--- config.mk ---
export PLATFORM = sky130hd
export DESIGN_NAME = escaped_frame_crc_parser_core
export DESIGN_NICKNAME = d
export VERILOG_FILES = /design/src/sv/efcp_pkg.sv /design/src/sv/escaped_frame_crc_parser_core.sv /design/src/sv/efcp_apb_regs.sv /design/src/sv/efcp_parser.sv
export SDC_FILE = /design/constraint.sdc
export NUM_CORES = 1
export LEC_CHECK = 0
export CAP_MARGIN = 15
export CORE_ASPECT_RATIO = 1.1
export CORE_UTILIZATION = 30
export DETAILED_ROUTE_END_ITERATION = 8
export DONT_BUFFER_PORTS = 1
export PLACE_DENSITY_LB_ADDON = 0.15
export SYNTH_ARGS = -nofsm -noshare
export SYNTH_HDL_FRONTEND = slang
export SYNTH_SLANG_ARGS = --single-unit
--- constraint.sdc ---
create_clock -name i_clk -period 3.01 [get_ports i_clk]
set_input_delay 0.301 -clock i_clk [delete_from_list [all_inputs] [get_ports i_clk]]
set_output_delay 0.301 -clock i_clk [all_outputs]
set_load 0.005 [all_outputs]
--- src/sv/efcp_pkg.sv ---
// Shared types, constants and the CRC-16 byte update for the escaped frame parser.
// No dependencies; every other file of the block imports this package.
package efcp_pkg;

    localparam logic [15:0] CRC_SEED = 16'hFFFF;
    localparam logic [15:0] CRC_POLY = 16'hA6BC;

    localparam logic [7:0] START_RESET  = 8'hC0;
    localparam logic [7:0] ESCAPE_RESET = 8'hCA;

    localparam int unsigned CFG_ADDR_W = 3;
    localparam int unsigned APB_DATA_W = 32;

    typedef enum logic [3:0] {
        ST_HUNT    = 4'd0,
        ST_ID      = 4'd1,
        ST_SUBID   = 4'd2,
        ST_LENGTH  = 4'd3,
        ST_PAYLOAD = 4'd4,
        ST_CRC1    = 4'd5,
        ST_CRC2    = 4'd6,
        ST_SUCCESS = 4'd7,
        ST_FAILURE = 4'd8
    } t_state;

    typedef enum logic [2:0] {
        KIND_ID       = 3'd0,
        KIND_SUBID    = 3'd1,
        KIND_LENGTH   = 3'd2,
        KIND_PAYLOAD  = 3'd3,
        KIND_CRC_HIGH = 3'd4,
        KIND_CRC_LOW  = 3'd5
    } t_kind;

    typedef enum logic [0:0] {
        REG_START  = 1'b0,
        REG_ESCAPE = 1'b1
    } t_reg_index;

    typedef struct packed {
        logic [7:0] start_byte;
        logic [7:0] escape_byte;
    } t_cfg;

    typedef struct packed {
        logic [15:0] computed_crc;
        logic [7:0]  payload_index;
        logic [7:0]  field_byte;
        t_kind       field_kind;
        logic        field_valid;
        t_state      parse_status;
    } t_result;

    function automatic logic [15:0] crc_fold(input logic [15:0] crc, input logic [7:0] b);
        logic [15:0] c;
        c = crc ^ {8'h00, b};
        for (int i = 0; i < 8; i++) begin
            if (c[0]) begin
                c = (c >> 1) ^ CRC_POLY;
            end else begin
                c = c >> 1;
            end
        end
        return c;
    endfunction

endpackage

--- src/sv/escaped_frame_crc_parser_core.sv ---
// Top level of the escaped frame parser: configuration port, parser and result register.
// Depends on efcp_pkg, efcp_apb_regs and efcp_parser.
//
// The core takes one stuffed byte per transaction and returns exactly one result
// transaction per byte, sustaining one byte per clock cycle while the output is not
// stalled. A byte passes through the input register, is decoded and folded into
// the CRC-16 (reflected polynomial 0x3D65) in the same cycle that the parser state
// advances, and lands in the result register, from which the result is presented.
// A result is taken from the result register when the output is not stalled.
// The rate is set by the parser state register, which is updated once per byte.
// Start and escape byte values are written over the APB port at addresses 0x0 and
// 0x4 and should be changed only while no transaction is in flight.
module escaped_frame_crc_parser_core
    import efcp_pkg::*;
(
    input  logic                  i_clk,
    input  logic                  i_rst_n,
    input  logic                  s_axis_tvalid,
    output logic                  s_axis_tready,
    // Fields from bit 0: raw_byte[7:0].
    input  logic [7:0]            s_axis_tdata,
    output logic                  m_axis_tvalid,
    input  logic                  m_axis_tready,
    // Fields from bit 0: parse_status[3:0], field_byte[11:4], payload_index[19:12],
    // computed_crc[35:20], zero fill[39:36].
    output logic [39:0]           m_axis_tdata,
    // Fields from bit 0: field_valid[0], field_kind[3:1].
    output logic [3:0]            m_axis_tuser,
    input  logic                  psel,
    input  logic                  penable,
    input  logic                  pwrite,
    input  logic [CFG_ADDR_W-1:0] paddr,
    input  logic [APB_DATA_W-1:0] pwdata,
    output logic [APB_DATA_W-1:0] prdata,
    output logic                  pready
);

    t_cfg    w_cfg;
    t_result w_res;
    t_result r_res;
    logic    w_res_valid;
    logic    w_res_ready;
    logic    r_out_valid;

    efcp_apb_regs u_regs (
        .i_clk   (i_clk),
        .i_rst_n (i_rst_n),
        .psel    (psel),
        .penable (penable),
        .pwrite  (pwrite),
        .paddr   (paddr),
        .pwdata  (pwdata),
        .prdata  (prdata),
        .pready  (pready),
        .o_cfg   (w_cfg)
    );

    efcp_parser u_parser (
        .i_clk       (i_clk),
        .i_rst_n     (i_rst_n),
        .i_cfg       (w_cfg),
        .i_in_valid  (s_axis_tvalid),
        .o_in_ready  (s_axis_tready),
        .i_in_byte   (s_axis_tdata),
        .o_res_valid (w_res_valid),
        .i_res_ready (w_res_ready),
        .o_res       (w_res)
    );

    assign w_res_ready = ~r_out_valid | m_axis_tready;

    always_ff @(posedge i_clk) begin
        if (!i_rst_n) begin
            r_out_valid <= 1'b0;
        end else if (w_res_ready) begin
            r_out_valid <= w_res_valid;
        end
    end

    always_ff @(posedge i_clk) begin
        if (w_res_ready && w_res_valid) begin
            r_res <= w_res;
        end
    end

    assign m_axis_tvalid = r_out_valid;
    assign m_axis_tdata  = {4'h0, r_res.computed_crc, r_res.payload_index,
                            r_res.field_byte, r_res.parse_status};
    assign m_axis_tuser  = {r_res.field_kind, r_res.field_valid};

endmodule

--- src/sv/efcp_apb_regs.sv ---
// APB-style configuration registers holding the start and escape byte values.
// Depends on efcp_pkg for the register index codes and reset values.
module efcp_apb_regs
    import efcp_pkg::*;
(
    input  logic                  i_clk,
    input  logic                  i_rst_n,
    input  logic                  psel,
    input  logic                  penable,
    input  logic                  pwrite,
    input  logic [CFG_ADDR_W-1:0] paddr,
    input  logic [APB_DATA_W-1:0] pwdata,
    output logic [APB_DATA_W-1:0] prdata,
    output logic                  pready,
    output t_cfg                  o_cfg
);

    logic [7:0] r_start;
    logic [7:0] r_escape;
    logic       w_write;
    t_reg_index w_index;

    assign pready  = 1'b1;
    assign w_write = psel & penable & pwrite;
    assign w_index = t_reg_index'(paddr[2]);

    always_ff @(posedge i_clk) begin
        if (!i_rst_n) begin
            r_start  <= START_RESET;
            r_escape <= ESCAPE_RESET;
        end else if (w_write) begin
            unique case (w_index)
                REG_START:  r_start  <= pwdata[7:0];
                REG_ESCAPE: r_escape <= pwdata[7:0];
                default:    r_start  <= r_start;
            endcase
        end
    end

    always_comb begin
        unique case (w_index)
            REG_START:  prdata = {{(APB_DATA_W-8){1'b0}}, r_start};
            REG_ESCAPE: prdata = {{(APB_DATA_W-8){1'b0}}, r_escape};
            default:    prdata = '0;
        endcase
    end

    assign o_cfg = {r_start, r_escape};

endmodule

--- src/sv/efcp_parser.sv ---
// Input byte register, frame parser state and the combinational decode and CRC step.
// Depends on efcp_pkg for the state and kind enums, the result struct and crc_fold.
module efcp_parser
    import efcp_pkg::*;
(
    input  logic       i_clk,
    input  logic       i_rst_n,
    input  t_cfg       i_cfg,
    input  logic       i_in_valid,
    output logic       o_in_ready,
    input  logic [7:0] i_in_byte,
    output logic       o_res_valid,
    input  logic       i_res_ready,
    output t_result    o_res
);

    logic        r_in_valid;
    logic [7:0]  r_in_byte;
    t_state      r_state;
    t_state      n_state;
    logic        r_esc;
    logic        n_esc;
    logic [15:0] r_crc;
    logic [15:0] n_crc;
    logic [7:0]  r_len;
    logic [7:0]  n_len;
    logic [7:0]  r_count;
    logic [7:0]  n_count;
    logic [7:0]  r_crc_high;
    logic [7:0]  n_crc_high;
    logic        w_fire;
    logic        w_decoded;
    logic [7:0]  w_byte;
    logic [7:0]  w_count_inc;

    assign w_fire      = r_in_valid & i_res_ready;
    assign o_in_ready  = ~r_in_valid | i_res_ready;
    assign o_res_valid = r_in_valid;
    assign w_count_inc = r_count + 8'd1;

    always_ff @(posedge i_clk) begin
        if (!i_rst_n) begin
            r_in_valid <= 1'b0;
        end else if (o_in_ready) begin
            r_in_valid <= i_in_valid;
        end
    end

    always_ff @(posedge i_clk) begin
        if (o_in_ready && i_in_valid) begin
            r_in_byte <= i_in_byte;
        end
    end

    always_ff @(posedge i_clk) begin
        if (!i_rst_n) begin
            r_state    <= ST_HUNT;
            r_esc      <= 1'b0;
            r_crc      <= '0;
            r_len      <= '0;
            r_count    <= '0;
            r_crc_high <= '0;
        end else if (w_fire) begin
            r_state    <= n_state;
            r_esc      <= n_esc;
            r_crc      <= n_crc;
            r_len      <= n_len;
            r_count    <= n_count;
            r_crc_high <= n_crc_high;
        end
    end

    always_comb begin
        n_state    = r_state;
        n_esc      = r_esc;
        n_crc      = r_crc;
        n_len      = r_len;
        n_count    = r_count;
        n_crc_high = r_crc_high;
        w_decoded  = 1'b1;
        w_byte     = r_in_byte;

        o_res.field_valid   = 1'b0;
        o_res.field_kind    = KIND_ID;
        o_res.field_byte    = '0;
        o_res.payload_index = '0;

        if (r_in_byte == i_cfg.start_byte) begin
            n_crc     = crc_fold(CRC_SEED, r_in_byte);
            n_state   = ST_ID;
            w_decoded = 1'b0;
        end else begin
            if (r_state == ST_ID || r_state == ST_SUBID || r_state == ST_LENGTH
                    || r_state == ST_PAYLOAD) begin
                n_crc = crc_fold(r_crc, r_in_byte);
            end
            if (r_esc) begin
                n_esc = 1'b0;
                if (r_in_byte == 8'h00
                        || r_in_byte == (i_cfg.start_byte ^ i_cfg.escape_byte)) begin
                    w_byte = r_in_byte ^ i_cfg.escape_byte;
                end else begin
                    n_state   = ST_HUNT;
                    w_decoded = 1'b0;
                end
            end else if (r_in_byte == i_cfg.escape_byte) begin
                n_esc     = 1'b1;
                w_decoded = 1'b0;
            end
        end

        if (w_decoded) begin
            o_res.field_valid = 1'b1;
            o_res.field_byte  = w_byte;
            unique case (r_state)
                ST_ID: begin
                    o_res.field_kind = KIND_ID;
                    n_state          = ST_SUBID;
                end
                ST_SUBID: begin
                    o_res.field_kind = KIND_SUBID;
                    n_state          = ST_LENGTH;
                end
                ST_LENGTH: begin
                    o_res.field_kind = KIND_LENGTH;
                    n_count          = '0;
                    n_len            = w_byte;
                    n_state          = (w_byte == 8'h00) ? ST_CRC1 : ST_PAYLOAD;
                end
                ST_PAYLOAD: begin
                    o_res.field_kind    = KIND_PAYLOAD;
                    o_res.payload_index = r_count;
                    n_count             = w_count_inc;
                    if (w_count_inc == r_len) begin
                        n_state = ST_CRC1;
                    end
                end
                ST_CRC1: begin
                    o_res.field_kind = KIND_CRC_HIGH;
                    n_crc_high       = w_byte;
                    n_state          = ST_CRC2;
                end
                ST_CRC2: begin
                    o_res.field_kind = KIND_CRC_LOW;
                    n_crc            = r_crc ^ CRC_SEED;
                    n_state          = ((r_crc ^ CRC_SEED) == {r_crc_high, w_byte})
                                       ? ST_SUCCESS : ST_FAILURE;
                end
                default: begin
                    o_res.field_valid = 1'b0;
                    o_res.field_byte  = '0;
                    n_state           = ST_HUNT;
                end
            endcase
        end

        o_res.parse_status = n_state;
        o_res.computed_crc = n_crc;
    end

endmodule
---- After elaboration in Yosys (flattened, before gate mapping) ----
Cells that the tools add are included.
Widths: inputs -> output; s select.
word-level totals
  register bits ........................... 111
  bits in latches ......................... 0
  bits in writable memories ............... 0
  ROM bits ................................ 0
  input port bits ......................... 50
  output and inout bits ................... 79
  word-level logic and storage cells ...... 139
  memories kept ........................... 0
operators by class
  $add $sub $neg .......................... 1
  $mul .................................... 0
  div/mod/pow operators ................... 0
  order comparisons ....................... 0
  equality and inequality tests ........... 11
  shift-type cells ........................ 0
  mux-type cells .......................... 62
  bitwise logic cells ..................... 30
  reductions and logical operators ........ 18
operators with widths
  operator             number
  $mux 16              41
  $not 8->9            16
  $pmux 32 s2          1
  $eq 8x8->1           4
  $mux 4               6
  $mux 8               3
  $pmux 4 s6           1
  $eq 16x16->1         1
  $logic_not 8->1      2
  $not 16->16          1
  $not 8->16           1
  $pmux 8 s2           1
  $xor 16x8->16        1
  $xor 8x8->8          2
  $pmux 3 s5           1
  $eq 4x3->1 const B   3
  $reduce_and 2->1     5
  $reduce_and 3->1     3
  $add 8x1->8 const B  1
  $eq 4x2->1 const B   2
  $mux 1               8
  $reduce_or 6->1      1
  $eq 4x1->1 const B   1
  $logic_or 1x1->1     4
  5 further kinds      12

---- Longest topological paths before layout ----
Gate-level depths: netlist of the first run.
  depth after elaboration ................. 36
  mapped depth ............................ 13
  gate-level depth less buffers ........... 10

---- By module ----
From an unflattened synthesis of the first run, not the netlist that was laid out.
unflattened totals
  cell total of the unflattened synthesis .. 796
  area, all modules ....................... 7499.7 µm²
by module, submodules not included
  module                         instances  cells each  area each (µm²)  seq. area each (µm²)
  efcp_parser                    1          644         5226.3           1161.1
  escaped_frame_crc_parser_core  1          50          1292.5           1221.2
  efcp_apb_regs                  1          102         980.9            320.3

---- Least setup slack after synthesis of the first run ----
OpenSTA, ideal clock, no wires.
  path kind ............................... register -> register
  start point ............................. register u_parser.r_in_byte[1]
  end point ............................... register u_parser.r_count[2]
  library setup time ...................... 0.057 ns
  arrival time ............................ 2.663 ns
  data required time ...................... 2.953 ns
  slack ................................... 0.289 ns
  cell stages (with the launch flop) ...... 12
  path buffers ............................ 1
  period minus slack after synthesis ...... 2.721 ns
  cell sequence ........................... edfxtp_1 buf_2 inv_1 ha_1 nor4b_1 and2_1 a211oi_1 or4_4 nor3_2 nand2_1 nor3b_1 a21o_1
between the ends
  cells in the longest elaborated chain, start to end .. 6
  elaborated cells on any way between the ends .. 10
  classes of those cells .................. eq/ne (3); mux (4); reduce/logical (3)
ends and longest elaborated chain
  item                                           line                                   source
  start, declared                                efcp_parser.sv:18                      logic [7:0] r_in_byte;
  start signal, assigned                         efcp_parser.sv:51                      r_in_byte <= i_in_byte;
  $eq 8x8->1 or $logic_not 8->1 (tied branches)  efcp_parser.sv:100, efcp_parser.sv:99
  $logic_or 1x1->1                               efcp_parser.sv:100                     || r_in_byte == (i_cfg.start_byte ^ i_cfg.escape_byte)) begin
  $mux 1                                         efcp_parser.sv:99                      if (r_in_byte == 8'h00
  $mux 1                                         efcp_parser.sv:97                      if (r_esc) begin
  $mux 1 *                                       efcp_parser.sv:88                      if (r_in_byte == i_cfg.start_byte) begin
  $reduce_and 3->1 (no source line) *            --
  end signal, assigned                           efcp_parser.sv:68                      r_count <= n_count;
  end, declared                                  efcp_parser.sv:27                      logic [7:0] r_count;
Mark *: on every way between the ends. The rest lies on a longest branch, timed or not.
A chain may end at the register's enable or synchronous reset.

---- Worst setup path after layout of the first run ----
  start point ............................. register u_parser.r_in_byte[2]
  end point ............................... register u_parser.r_state[0]
between the ends
  cells in the longest elaborated chain, start to end .. 9
  elaborated cells on any way between the ends .. 23
  classes of those cells .................. eq/ne (4); mux (15); bitwise (1); reduce/logical (3)
ends and longest elaborated chain
  item                                             line                                    source
  $eq 8x8->1 or $logic_not 8->1 (tied branches)    efcp_parser.sv:100, efcp_parser.sv:99
  $logic_or 1x1->1                                 efcp_parser.sv:100
  $mux 8                                           efcp_parser.sv:99
  $mux 8                                           efcp_parser.sv:97
  $mux 8                                           efcp_parser.sv:88
  $eq 16x16->1 or $logic_not 8->1 (tied branches)  efcp_parser.sv:146, efcp_parser.sv:128
  $mux 4 or $mux 1 (tied branches)                 efcp_parser.sv:147, efcp_parser.sv:128
  $pmux 4 s6                                       efcp_parser.sv:115                      unique case (r_state)
  $mux 4 *                                         efcp_parser.sv:112                      if (w_decoded) begin
  end signal, assigned                             efcp_parser.sv:64                       r_state <= n_state;
  end, declared                                    efcp_parser.sv:19                       t_state r_state;
Marks and branches as above.

==> results of run 1 <==
==> per-layer routing <==
layer	track usage	vias to the layer above
met5	0	-
met4	0.0631	0
met3	0.0328	31
met2	0.287	168
met1	0.247	2724
li1	-	2803
==> cell families (layout without fill, tap and decap cells) <==
family	Yosys count	in the layout
DFF	111	111
xor gates and xnor gates	129	129
buffers and inverters	96	144
and+or+nand+nor	262	262
AOI/OAI and AO/OA	145	145
adders and majority gates	2	2
muxes	23	23
other	2	29
==> synthesized netlist by cell type, types with 3 or more instances <==
| cell | instances | area, um^2 |
|---|---|---|
| and2_1 | 12 | 75.1 |
| o221ai_1 | 5 | 43.8 |
| o31ai_1 | 5 | 37.5 |
| nor2_1 | 64 | 240 |
| o21ba_2 | 4 | 40.0 |
| o211ai_1 | 6 | 45.0 |
| o21a_1 | 5 | 37.5 |
| nor3_1 | 23 | 115 |
| xnor2_2 | 3 | 48.8 |
| xnor2_1 | 77 | 674 |
| nand2_1 | 75 | 282 |
| buf_1 | 6 | 22.5 |
| mux2i_1 | 15 | 150 |
| nor4b_1 | 3 | 26.3 |
| a22oi_1 | 4 | 30.0 |
| inv_1 | 16 | 60.1 |
| a2111oi_0 | 3 | 26.3 |
| buf_2 | 15 | 75.1 |
| and3_1 | 12 | 75.1 |
| nand2b_1 | 8 | 50.1 |
| o211a_1 | 4 | 40.0 |
| o2111ai_1 | 7 | 61.3 |
| nand3_1 | 17 | 85.1 |
| nor4_1 | 5 | 31.3 |
| a21o_1 | 3 | 22.5 |
| buf_4 | 34 | 255 |
| xor2_1 | 33 | 289 |
| o21ai_0 | 24 | 120 |
| nor2b_1 | 3 | 18.8 |
| xnor3_1 | 11 | 248 |
| or3_1 | 6 | 37.5 |
| a31oi_1 | 15 | 93.8 |
| clkbuf_1 | 22 | 82.6 |
| and4_1 | 4 | 35.0 |
| a211oi_1 | 9 | 67.6 |
| edfxtp_1 | 48 | 1440 |
| dfxtp_1 | 63 | 1260 |
| or2_2 | 3 | 18.8 |
| nand4_1 | 10 | 62.6 |
| mux2_2 | 8 | 90.1 |
| a21oi_1 | 25 | 125 |
| o22ai_1 | 7 | 43.8 |
==> final timing paths <==
check,from,to,slack (ns),depth (start not counted)
setup / recovery,u_parser.r_in_byte[2],u_parser.r_state[0],0.10,11
hold / removal,i_rst_n,u_regs.r_start[7],0.03,1
setup reg to reg,u_parser.r_in_byte[2],u_parser.r_state[0],0.10,11
hold reg to reg,u_regs.r_start[2],u_regs.r_start[2],0.52,2
==> sequential cells by signal, indices dropped and copies added (netlist names) <==
register	cells
u_parser.r_crc_high	8
u_parser.r_esc	1
u_regs.r_start	8
u_parser.r_state	4
u_regs.r_escape	8
m_axis_tvalid	1
m_axis_tuser	4
u_parser.r_len	8
u_parser.r_in_byte	8
m_axis_tdata	36
u_parser.r_crc	16
u_parser.r_count	8
u_parser.o_res_valid	1
==> worst max-delay path, cell delays in order, from the launching register on <==
cell and delay, ns:
edfxtp_1 0.51, buf_4 0.19, xnor3_1 0.23, and4bb_1 0.25, a21oi_2 0.16, nor4_1 0.07, buf_4 0.15, buf_4 0.13
or2_4 0.22, or3_1 0.35, or4_1 0.40, a41oi_1 0.19
==> report_power, final <==
part	switching, mW	leakage (nW)	internal [mW]
Sequential	0.0621	0.966	1.64
Clock	0.627	0.141	0.583
Combinational	0.534	2.23	0.520
Total	1.22	3.34	2.74
==> what timing repair did <==
item / 4_1_cts / 5_1_grt
gates resized for setup: 2 / 11
setup buffers: 0 / 8
endpoints found under the setup margin: 10 / 15
pin swaps: 0 / 1
==> stage by stage <==
step / setup TNS [ns] / hold slack (ns)
finish: 0 / 0.0279
global route: 0 / 0.00750
CTS: 0 / 0.0105
detailed placement: -0.457 / 0.388
global placement: -0.455 / 0.388
floorplan: 0 / 0.400
==> cell type report <==
type	instances	area [um^2]
tap	305	382
clock buffer	9	225
multi-input combinational	590	4140
sequential	111	2700
clock inverter	7	66.3
timing repair buffer	111	887
fill	2433	15200
inverter	17	63.8
==> flow_metrics.env, run 1 <==
export IMPL_dr_first_iter_drc_count=404
export IMPL_synthSimpleGateAreaFrac=0.184
export IMPL_area_growth_pct=17.8
export IMPL_rsz0062_at_grt="false"
export IMPL_fin_cells=1150
export IMPL_synth_edf_count=48
export IMPL_power_density_nw_per_um2=468
export IMPL_status="complete, no violations"
export IMPL_clkSinkCount=111
export IMPL_place_area_um2=8050
export IMPL_design_area_um2=8470
export IMPL_dr_pass1_iters=5
export IMPL_yosys_area_share_adder=0.00348
export IMPL_synth_seq_cells=111
export IMPL_period_needed_ns=2.91
export IMPL_dieHeight_um=164
export IMPL_post_route_util=0.359
export IMPL_critPathLaunchType="flip-flop"
export IMPL_top_layer_used="met4"
export IMPL_cts_root_buf="clkbuf_16"
export IMPL_synth_top_family_by_area="XOR/XNOR gates"
export IMPL_crit_arrival_ns=3.19
export IMPL_dr_total_vias=5726
export IMPL_drc_errors=0
export IMPL_synth_cell_types=81
export IMPL_peakVddDrop_v=0.000340
export IMPL_dp_hpwl_um=16500
export IMPL_slew_headroom=0.502
export IMPL_final_setup_viol_count=0
export IMPL_synth_xor_area_share=0.190
export IMPL_end_kind="flip-flop"
export IMPL_async_flop_share=0
export IMPL_max_freq_mhz=344
export IMPL_drt_wl_total_um=21600
export IMPL_crit_fanout=4
export IMPL_power_mw=3.97
export IMPL_fin_nets=892
export IMPL_hold_class="primary input to flip-flop"
export IMPL_start_util=0.304
export IMPL_leakagePower_nw=3.34
export IMPL_placed_cells=1126
export IMPL_wl_met1_um=10400
export IMPL_grt_max_degree=48
export IMPL_routed_via_density=4.98
export IMPL_syn_area_um2=7190
export IMPL_slew_violations=0
export IMPL_drive_gt1_frac=0.208
export IMPL_rows=59
export IMPL_worstSkewPairLatency_ns=0.36
export IMPL_core_um2=23600
export IMPL_clkTransAtPathRegs_ns=0.08
export IMPL_crit_type="flip-flop to flip-flop"
export IMPL_cts_made_buffers=9
export IMPL_fin_skew_ns=0.0116
export IMPL_layout_setup_ws_ns=0.104
export IMPL_track_usage=0.182
export IMPL_cap_violations=0
export IMPL_hold_buffers=0
export IMPL_pre_cts_slack_ns=-0.111
export IMPL_tightest_slew_ns=0.745
export IMPL_grt_pass1_wl_um=33300
export IMPL_grt_pass1_vias=5635
export IMPL_hold_violations=0
export IMPL_synthFlopType="dfxtp_1"
export IMPL_gp_congestion=0.897
export IMPL_period_share=0.966
export IMPL_worstPathRequired_ns=3.30
export IMPL_yosysWarnings=0
export IMPL_mostFrequentLayoutCells="106 x buf_4, 76 x xnor2_1, 75 x nand2_1"
export IMPL_dr_wl_met2_um=9860
export IMPL_synthCells=770
export IMPL_clockBufferDepth=2
export IMPL_cts_max_level=3
export IMPL_antenna_diode_count=0
export IMPL_avgSynthCellArea_um2=9.34
export IMPL_die_area_um2=24600
export IMPL_antenna_left=0
export IMPL_detail_route_wl_per_cell_um=18.8
export IMPL_synth_compound_area_share=0.140
export IMPL_antenna_found_initial=0
export IMPL_final_common_cell="buf_4"
export IMPL_muxShareOfSynthArea=0.0334
export IMPL_cts_tree="built"
export IMPL_met3_length_um=846
export IMPL_grt_overflow=0
export IMPL_io_buffers=0
export IMPL_die_w_um=150
export IMPL_num_io_pins=129
export IMPL_ys_seq_area_frac=0.376
Power figures use the tool's default switching activity.
==> inputs of run 2 (changes only) <==
--- a/config.mk
+++ b/config.mk
@@ -6,6 +6,8 @@
 export NUM_CORES = 1
 export LEC_CHECK = 0
 export CAP_MARGIN = 15
+export CELL_PAD_IN_SITES_DETAIL_PLACEMENT = 1
+export CELL_PAD_IN_SITES_GLOBAL_PLACEMENT = 1
 export CORE_ASPECT_RATIO = 1.1
 export CORE_UTILIZATION = 30
 export DETAILED_ROUTE_END_ITERATION = 8
==> flow_metrics.env, run 2 (synthesis gave the netlist of run 1 again) <==
export IMPL_period_needed_ns=2.93
export IMPL_grt_pass1_vias=5890
export IMPL_wl_met1_um=10300
export IMPL_post_route_util=0.353
export IMPL_gp_congestion=0.819
export IMPL_pre_cts_slack_ns=-0.314
export IMPL_dr_total_vias=5750
export IMPL_cts_tree="built"
export IMPL_antenna_diode_count=0
export IMPL_core_um2=23600
export IMPL_tightest_slew_ns=0.784
export IMPL_rows=59
export IMPL_clkTransAtPathRegs_ns=0.09
export IMPL_die_w_um=150
export IMPL_rrSetupSlack_ns=0.08
export IMPL_largest_register_ffs=36
export IMPL_rr_endpoint="m_axis_tdata[21]"
export IMPL_rsz0062_at_grt="true"
export IMPL_hold_violations=0
export IMPL_drc_errors=0
export IMPL_end_kind="flip-flop"
export IMPL_top_layer_used="met4"
export IMPL_cts_made_buffers=9
export IMPL_antenna_found_initial=0
export IMPL_layout_setup_ws_ns=0.0754
export IMPL_routed_via_density=5.09
export IMPL_critPathLaunchType="flip-flop"
export IMPL_whs_ns=0.0198
export IMPL_grt_pass1_wl_um=34800
export IMPL_start_util=0.304
export IMPL_power_density_nw_per_um2=490
export IMPL_drive_gt1_frac=0.193
export IMPL_clockBufferDepth=2
export IMPL_drt_wl_total_um=22600
export IMPL_slew_headroom=0.477
export IMPL_die_area_um2=24600
export IMPL_cp_common_cell="nand2_1"
export IMPL_met3_length_um=631
export IMPL_track_usage=0.190
export IMPL_dr_pass1_iters=5
export IMPL_fin_nets=872
export IMPL_grt_max_degree=63
export IMPL_peakVddDrop_v=0.000312
export IMPL_crit_type="flip-flop to flip-flop"
export IMPL_crit_arrival_ns=3.05
export IMPL_detail_route_wl_per_cell_um=20.0
export IMPL_crit_fanout=7
export IMPL_period_share=0.975
export IMPL_worstPathRequired_ns=3.13
export IMPL_crit_chain="buf_4 -> xor2_1 -> xnor3_2 -> xnor2_2 -> xnor3_1 -> nand2_1 -> a31oi_1 -> nand2_1 -> o21ai_1"
export IMPL_ff2ff_path_depth=9
export IMPL_dieHeight_um=164
export IMPL_hold_class="primary input to flip-flop"
export IMPL_leakagePower_nw=3.24
export IMPL_crit_start="u_parser.r_in_byte[5]"
export IMPL_status="complete, no violations"
export IMPL_num_io_pins=129
export IMPL_final_common_cell="buf_4"
export IMPL_dr_wl_met2_um=11100
export IMPL_slowest_stage="edfxtp_1"
export IMPL_slew_violations=0
export IMPL_antenna_left=0
export IMPL_reg2reg_from="u_parser.r_in_byte[5]"
export IMPL_worstSkewPairLatency_ns=0.37
export IMPL_grt_overflow=0
export IMPL_area_growth_pct=15.9
export IMPL_cts_max_level=3
export IMPL_slowest_delay_ns=0.51
export IMPL_cts_root_buf="clkbuf_16"
export IMPL_worstHoldStart="i_rst_n"
export IMPL_max_freq_mhz=341
export IMPL_mostFrequentLayoutCells="88 x buf_4, 75 x xnor2_1, 75 x nand2_1"
export IMPL_cap_violations=0
export IMPL_dr_first_iter_drc_count=294
export IMPL_clkSinkCount=111
export IMPL_whs_path_depth=1
export IMPL_io_buffers=0
export IMPL_final_setup_viol_count=0
export IMPL_fin_skew_ns=0.0132
export IMPL_dp_hpwl_um=17200
export IMPL_holdPathEnd="u_regs.r_escape[3]"
[run 2: changes by cell type in the layout (fill, tap and decap cells not counted), sizes merged]
cell and delta:
buf -21, inv +3, clkinv -2, clkinvlp -1, dlygate4sd3 +1
[run 2: worst max-delay path by stage]
stage                               end  slack, ns  cells past startpoint
floorplan           u_parser.r_count[2]       0.29                     11
global placement        m_axis_tdata[1]      -0.17                     10
detailed placement      m_axis_tdata[1]      -0.31                     10
CTS                   u_parser.r_crc[3]       0.02                      9
global route         u_parser.r_crc[15]      -0.04                     10
finish                 m_axis_tdata[21]       0.08                      9
[run 2: layer usage]
metal / GRT usage / up-vias
li1: - / 2772
met3: 0.0258 / 34
met1: 0.245 / 2824
met4: 0.0724 / 0
met5: 0 / -
met2: 0.319 / 120
[run 2: per-stage QoR]
step	cells	power (mW)	cell area [um^2]	setup TNS, ns
global placement	1108	2.77	7890	-1.16
detailed placement	1108	2.78	7890	-3.02
finish	1130	4.09	8340	0
global route	1130	4.29	8340	-0.0721
CTS	1125	4.11	8240	0
floorplan	797	2.47	7290	0
[run 2: worst max-delay path, delay by kind of cell, from the launching register on]
family          cells  cell delay [ns]
xor+xnor            4             1.52
compound gates      2             0.21
buf+inv             1             0.24
simple gates        2             0.19
flops               1             0.51
[run 2: area by class of cell]
cell class / instances / area [um^2]
well taps: 305 / 382
fillers: 2774 / 15300
clock inverters: 7 / 88.8
flip-flops and latches: 111 / 2710
repair buffers: 91 / 711
clock buffers: 9 / 225
inverters: 17 / 63.8
multi-input cells: 590 / 4160
[run 2: power breakdown]
| part | internal, mW | leakage (nW) | total [mW] | switching (mW) |
|---|---|---|---|---|
| sequential | 1.64 | 0.966 | 1.71 | 0.0660 |
| clock | 0.612 | 0.154 | 1.30 | 0.686 |
| combinational | 0.519 | 2.12 | 1.08 | 0.561 |
[run 2: what timing repair did]
item	in CTS	in global routing
buffers inserted	0	5
endpoints found under the hold margin	3	0
hold buffers	1	0
setup endpoints to repair	41	15
pin swaps	0	1
gates resized for setup	4	13
